## src/sv/assert_macros.svh

```systemverilog
// Assertion macros used by the top-level RTL file.
`ifndef ASSERT_MACROS_SVH
`define ASSERT_MACROS_SVH
`ifndef SYNTHESIS
// Same-cycle implication, checked on every rising clock edge out of reset.
`define ASSERT_IMPLY(label, clk, rst, ante, cons) \
   label: assert property (@(posedge clk) disable iff (rst) (ante) |-> (cons)) \
      else $error("assertion failed: implication");
// Next-cycle implication.
`define ASSERT_NEXT(label, clk, rst, ante, cons) \
   label: assert property (@(posedge clk) disable iff (rst) (ante) |=> (cons)) \
      else $error("assertion failed: next-cycle implication");
`else
`define ASSERT_IMPLY(label, clk, rst, ante, cons)
`define ASSERT_NEXT(label, clk, rst, ante, cons)
`endif
`endif

```

## src/sv/ddof_pkg.sv

```systemverilog
// Types, constants and helper functions for the odometry fusion block.
`timescale 1ns / 1ps
package ddof_pkg;

   localparam int ROTATION_STEPS_DEF = 16;

   localparam logic [2:0] OP_ODOM   = 3'd0;
   localparam logic [2:0] OP_CAMERA = 3'd1;
   localparam logic [2:0] OP_FUSE   = 3'd2;
   localparam logic [2:0] OP_SNAP   = 3'd3;
   localparam logic [2:0] OP_SET    = 3'd4;

   localparam logic [2:0] CSR_DIST_PER_TICK = 3'd0;
   localparam logic [2:0] CSR_AXLE_WIDTH    = 3'd1;
   localparam logic [2:0] CSR_MAX_CAM_AGE   = 3'd2;
   localparam logic [2:0] CSR_FUSE_POS_THR  = 3'd3;
   localparam logic [2:0] CSR_FUSE_ANG_THR  = 3'd4;
   localparam logic [2:0] CSR_STRAIGHT_THR  = 3'd5;

   localparam logic [23:0] DIST_PER_TICK_RST = 24'd13107;
   localparam logic [23:0] AXLE_WIDTH_RST    = 24'd38400;
   localparam logic [31:0] MAX_CAM_AGE_RST   = 32'd10000000;
   localparam logic [23:0] FUSE_POS_THR_RST  = 24'd12800;
   localparam logic [14:0] FUSE_ANG_THR_RST  = 15'd2086;
   localparam logic [7:0]  STRAIGHT_THR_RST  = 8'd3;

   localparam logic signed [31:0] START_X       = 32'sd51200;
   localparam logic [15:0]        START_HEADING = 16'd16384;

   localparam logic signed [33:0] KINV_Q30       = 34'sd652032874;
   localparam logic [63:0]        TURN32_PER_RAD = 64'd683565276;
   localparam logic [63:0]        W_POS_Q16      = 64'd19661;
   localparam logic [63:0]        W_TURN_Q16     = 64'd32768;
   localparam logic [63:0]        W_STEADY_Q16   = 64'd6554;

   typedef enum logic [4:0] {
      S_IDLE, S_EXEC, S_COR1, S_STR_D, S_STR_X, S_STR_Y,
      S_ARC_P, S_ARC_T, S_ARC_K, S_COR2, S_ARC_Q, S_ARC_NX, S_ARC_DX,
      S_ARC_NY, S_ARC_DY, S_FUS_SX, S_FUS_SY, S_FUS_TH, S_FUS_WX,
      S_FUS_WY, S_FUS_WH, S_DONE
   } state_type;

   typedef enum logic {ALU_MUL, ALU_DIV} alu_op_type;

   typedef struct packed {
      logic       start;
      alu_op_type op;
      logic [6:0] nbits;
   } alu_ctrl_type;

   typedef struct packed {
      logic busy;
      logic done;
   } unit_stat_type;

   function automatic logic [31:0] atan_turn(input logic [4:0] idx);
      logic [31:0] v;
      unique case (idx)
         5'd0:  v = 32'd536870912;
         5'd1:  v = 32'd316933406;
         5'd2:  v = 32'd167458907;
         5'd3:  v = 32'd85004756;
         5'd4:  v = 32'd42667331;
         5'd5:  v = 32'd21354465;
         5'd6:  v = 32'd10679838;
         5'd7:  v = 32'd5340245;
         5'd8:  v = 32'd2670163;
         5'd9:  v = 32'd1335087;
         5'd10: v = 32'd667544;
         5'd11: v = 32'd333772;
         5'd12: v = 32'd166886;
         5'd13: v = 32'd83443;
         5'd14: v = 32'd41722;
         5'd15: v = 32'd20861;
         5'd16: v = 32'd10430;
         5'd17: v = 32'd5215;
         5'd18: v = 32'd2608;
         5'd19: v = 32'd1304;
         5'd20: v = 32'd652;
         5'd21: v = 32'd326;
         5'd22: v = 32'd163;
         5'd23: v = 32'd81;
         default: v = 32'd0;
      endcase
      return v;
   endfunction

   function automatic logic signed [31:0] sat32(input logic signed [64:0] v);
      logic signed [31:0] r;
      if (v > 65'sd2147483647) begin
         r = 32'sh7FFFFFFF;
      end else if (v < -65'sd2147483648) begin
         r = 32'sh80000000;
      end else begin
         r = v[31:0];
      end
      return r;
   endfunction

endpackage

```

## src/sv/ddof_cordic.sv

```systemverilog
// Iterative rotation CORDIC: cosine and sine of a 32-bit turn angle in Q30.
`timescale 1ns / 1ps
module ddof_cordic
   import ddof_pkg::*;
#(
   parameter int ROTATION_STEPS = ROTATION_STEPS_DEF
) (
   input  logic                clock,
   input  logic                reset,
   input  logic                start,
   input  logic [31:0]         angle,
   output unit_stat_type       stat,
   output logic signed [33:0]  cos_out,
   output logic signed [33:0]  sin_out
);

   localparam int IW = $clog2(ROTATION_STEPS);

   logic                 busy_ff, busy_in;
   logic                 done_ff, done_in;
   logic                 flip_ff, flip_in;
   logic [IW-1:0]        idx_ff, idx_in;
   logic signed [33:0]   x_ff, x_in;
   logic signed [33:0]   y_ff, y_in;
   logic signed [33:0]   z_ff, z_in;

   logic                 flip_w;
   logic [31:0]          ang_w;
   logic signed [33:0]   dx, dy, at;

   always_comb begin
      busy_in = busy_ff;
      done_in = 1'b0;
      flip_in = flip_ff;
      idx_in  = idx_ff;
      x_in    = x_ff;
      y_in    = y_ff;
      z_in    = z_ff;
      flip_w  = angle[31] ^ angle[30];
      ang_w   = flip_w ? (angle + 32'h80000000) : angle;
      dx      = y_ff >>> idx_ff;
      dy      = x_ff >>> idx_ff;
      at      = signed'(34'(atan_turn(5'(idx_ff))));
      if (start) begin
         busy_in = 1'b1;
         flip_in = flip_w;
         idx_in  = '0;
         x_in    = KINV_Q30;
         y_in    = '0;
         z_in    = 34'(signed'(ang_w));
      end else if (busy_ff) begin
         if (!z_ff[33]) begin
            x_in = x_ff - dx;
            y_in = y_ff + dy;
            z_in = z_ff - at;
         end else begin
            x_in = x_ff + dx;
            y_in = y_ff - dy;
            z_in = z_ff + at;
         end
         if (idx_ff == IW'(ROTATION_STEPS - 1)) begin
            busy_in = 1'b0;
            done_in = 1'b1;
         end else begin
            idx_in = idx_ff + 1'b1;
         end
      end
   end

   always_ff @(posedge clock) begin
      if (reset) begin
         busy_ff <= 1'b0;
         done_ff <= 1'b0;
      end else begin
         busy_ff <= busy_in;
         done_ff <= done_in;
      end
      flip_ff <= flip_in;
      idx_ff  <= idx_in;
      x_ff    <= x_in;
      y_ff    <= y_in;
      z_ff    <= z_in;
   end

   assign stat.busy = busy_ff;
   assign stat.done = done_ff;
   assign cos_out   = flip_ff ? -x_ff : x_ff;
   assign sin_out   = flip_ff ? -y_ff : y_ff;

endmodule

```

## config.mk

```make
export PLATFORM = sky130hd
export DESIGN_NAME = ddof_cordic
export DESIGN_NICKNAME = d
export VERILOG_FILES = /design/src/sv/assert_macros.svh /design/src/sv/ddof_pkg.sv /design/src/sv/ddof_cordic.sv
export SDC_FILE = /design/constraint.sdc
export NUM_CORES = 1
export LEC_CHECK = 0
export BUFFER_PORTS_ARGS = -buffer_cell sky130_fd_sc_hd__buf_2
export CORE_UTILIZATION = 40
export DETAILED_ROUTE_END_ITERATION = 8
export GPL_ROUTABILITY_DRIVEN = 0
export PLACE_DENSITY = 0.68
export SYNTH_ARGS = -nofsm -noshare
export SYNTH_HDL_FRONTEND = slang
export SYNTH_SLANG_ARGS = --single-unit
```

## constraint.sdc

```tcl
create_clock -name clock -period 8.45 [get_ports clock]
set_clock_uncertainty 0.1 [all_clocks]
set_input_delay 0.4225 -clock clock [delete_from_list [all_inputs] [get_ports clock]]
set_output_delay 0.4225 -clock clock [all_outputs]
set_load 0.02 [all_outputs]
```

==> impl_metrics.tcl <==
set metrics [dict create \
    multi_input_comb_area_um2 13500 \
    core_um2 43200 \
    grt_overflow 0 \
    drc_errors 0 \
    synth_ff_type "dfxtp_1" \
    clk_pin_slew_ns 0.07 \
    nNetsFinal 2341 \
    drt_iter0_drc 1405 \
    cp_data_required_time_ns 8.70 \
    seq_area_frac_synth 0.179 \
    avgSynthCellArea_um2 7.93 \
    cts-hold-fix-buffers 0 \
    crit_path_end_kind "flip-flop" \
    rsz0062_at_grt "false" \
    ys_types 101 \
    place_hpwl_mm 38.3 \
    hp-class "in -> reg" \
    postCtsResizedCells 0 \
    cts-root-buf "clkbuf_16" \
    max_slew_margin 0.225 \
    reg2reg_depth 20 \
    numCtsBuffers 17 \
    synth_nets 2361 \
    clock_latency_ns 0.46 \
    synth_warnings 0 \
    grt_use_total 0.229 \
    initial_core_util 0.406 \
    p_leak_uw 0.00785 \
    layout-drive-gt1-share 0.134 \
    synth_edf_count 35 \
    cts-htree-levels 4 \
    startpoint_type "flip-flop" \
    dr.pass1.iters 6 \
    grt_first_pass_wirelength_mm 82.0 \
    worstPathArrival_ns 6.45 \
    dieArea_um2 44700 \
    setup_tns_ns 0 \
    worst-slew-pin-transition_ns 1.16 \
    postRouteAntennaNets 0 \
    max_freq_mhz 161 \
    hp-start "reset" \
    cpPeakStageDelay_ns 0.88 \
    whs_endpoint "busy_ff" \
    numPortBuffers 104 \
    finalCritPeriodShare 0.734 \
    min_path_cells 2 \
    mostFrequentLayoutCells "nand2_1, nor2_1, a21oi_1, o21ai_0, xnor2_1" \
    final_common_cell "nand2_1" \
    wirelength_mm 51.2 \
    area_delta_synth_final_pct 7.00 \
    vias 16700 \
    rows 76 \
    r2r_end "y_ff[33]" \
    min_period_ns 6.20 \
    hold_violations 0 \
    critPathMaxFanout 55 \
    cp_slowest_cell "dfxtp_4" \
    detail_route.wl_per_cell_um 18.3 \
    peakVddDrop_uv 208 \
    synth-seq-cells 139 \
    reg2reg_from "idx_ff[1]" \
    reg2reg_slack_ns 2.25 \
    async_reset_ff_frac 0 \
    postCtsSetupBuffers 0 \
    ios 105 \
    antenna_found_initial 1 \
    crit_chain "buf_4, mux4_2, nand2_1, o21ai_0, o31ai_1, nand4_2, a21oi_1, a21oi_1, xnor2_1, ha_1, nand2_1, o21ai_0, nor2_1, a21o_1, a21oi_1, o211ai_1, a21oi_1, nand2_1, mux2i_1, mux2_1" \
    avgViaCountPerCell 5.98 \
    crit_top_cell "a21oi_1" \
    grt_start_max_net_pins 88 \
    fill_cells 4341 \
    power_uw 8850 \
    drv_slew 0 \
    syn_area_um2 17500 \
    finalSetupViolCount 0 \
    cts_tree "yes" \
    status "finished clean" \
    crit_type "reg -> reg" \
    die_h_um 211 \
    maxCapViolCount 0 \
    die_w_um 211 \
    clockBufferDepth 2 \
    grt_pass1_vias 15800 \
    regArea_um2 3140 \
    syn_inst 2211 \
    powerDensity_nw_per_um2 472 \
    clkSinkCount 139 \
]
layout make-up:
class	count	area share
multi-input cells	1863	0.719
flip-flops and latches	139	0.168
well taps	585	0.0390
repair buffers	117	0.0331
clock buffers	17	0.0227
inverters	53	0.0106
clock inverters	15	0.00727
diodes	3	0.000400
critical path, delay by kind of cell, from the launching register on:
family	cells	cell delay [ns]
AOI/OAI and AO/OA	9	2.23
adders and majority gates	1	0.39
buffers and inverters	1	0.55
muxes	3	1.10
and+or+nand+nor	5	0.66
xor gates and xnor gates	1	0.17
DFF	1	0.88
sequential cells by signal (all words and copies together), names as in the netlist:
name / count
z_ff: 34
idx_ff: 4
busy_ff: 1
y_ff: 34
done_ff: 1
at: 30
flip_ff: 1
x_ff: 34
cells in the mapped netlist (all sizes together) (16+ instances only):
library cell | instances | area (um^2)
mux2 | 34 | 383
mux2i | 79 | 803
o21a | 18 | 135
buf | 57 | 337
o211ai | 18 | 135
nand2b | 25 | 171
nand2 | 271 | 1020
nor2 | 180 | 676
clkbuf | 99 | 373
inv | 48 | 180
a211oi | 24 | 180
a21o | 68 | 510
edfxtp | 35 | 1050
or3 | 19 | 124
a21oi | 171 | 856
nand3 | 28 | 145
xnor2 | 150 | 1320
o31ai | 33 | 248
or4 | 16 | 135
nor2b | 16 | 100
nor3 | 36 | 191
xor2 | 81 | 709
a31oi | 32 | 206
and3 | 17 | 106
mux4 | 56 | 1260
ha | 112 | 1400
o21ai | 173 | 866
dfxtp | 104 | 2080
through the flow:
| step | cell area (um^2) | instances | utilization | setup slack, ns | hold WS, ns |
|---|---|---|---|---|---|
| 3_5_place_dp | 18200 | 2757 | 0.421 | 2.34 | 0.436 |
| 6_report | 18800 | 2792 | 0.434 | 2.25 | 0.0412 |
| 4_1_cts | 18700 | 2789 | 0.434 | 2.31 | 0.0208 |
| 2_1_floorplan | 17500 | 2211 | - | 3.32 | 0.390 |
| 5_1_grt | 18700 | 2789 | 0.434 | 1.60 | 0.0388 |
| 3_3_place_gp | 18200 | 2757 | 0.421 | 2.52 | 0.410 |
cell families (layout without fill, tap and decap cells):
family,after synthesis,in the layout,synth area share
compound gates,645,645,0.235
xor+xnor,231,231,0.116
fa+ha+maj,115,115,0.0834
buf+inv,209,202,0.0518
flops,139,139,0.179
mux,169,169,0.140
other cells,0,3,0
simple gates,703,703,0.195
per-layer routing:
| metal | vias to the layer above | share of wire | track usage |
|---|---|---|---|
| met5 | - | 0.00025 | 0 |
| met4 | 2 | 0.040 | 0.106 |
| met3 | 125 | 0.056 | 0.0329 |
| met2 | 598 | 0.47 | 0.393 |
| met1 | 7913 | 0.43 | 0.281 |
| li1 | 8065 | - | - |
how the worst max path moves through the flow:
stage | start | end | slack (ns) | cells after the start
after floorplan | idx_ff[3] | x_ff[33] | 3.32 | 25
after global routing | idx_ff[1] | y_ff[33] | 1.60 | 21
after CTS | idx_ff[1] | y_ff[33] | 2.31 | 20
final | idx_ff[1] | y_ff[33] | 2.25 | 20
after global placement | idx_ff[1] | y_ff[33] | 2.52 | 20
after detailed placement | idx_ff[1] | y_ff[33] | 2.34 | 20
power by group:
| part | internal [uW] | switching, uW | total (uW) |
|---|---|---|---|
| sequential | 944 | 501 | 1450 |
| combinational | 2920 | 3730 | 6650 |
| clock | 408 | 338 | 746 |
| total | 4270 | 4570 | 8850 |
(Power assumes the default switching activity.)
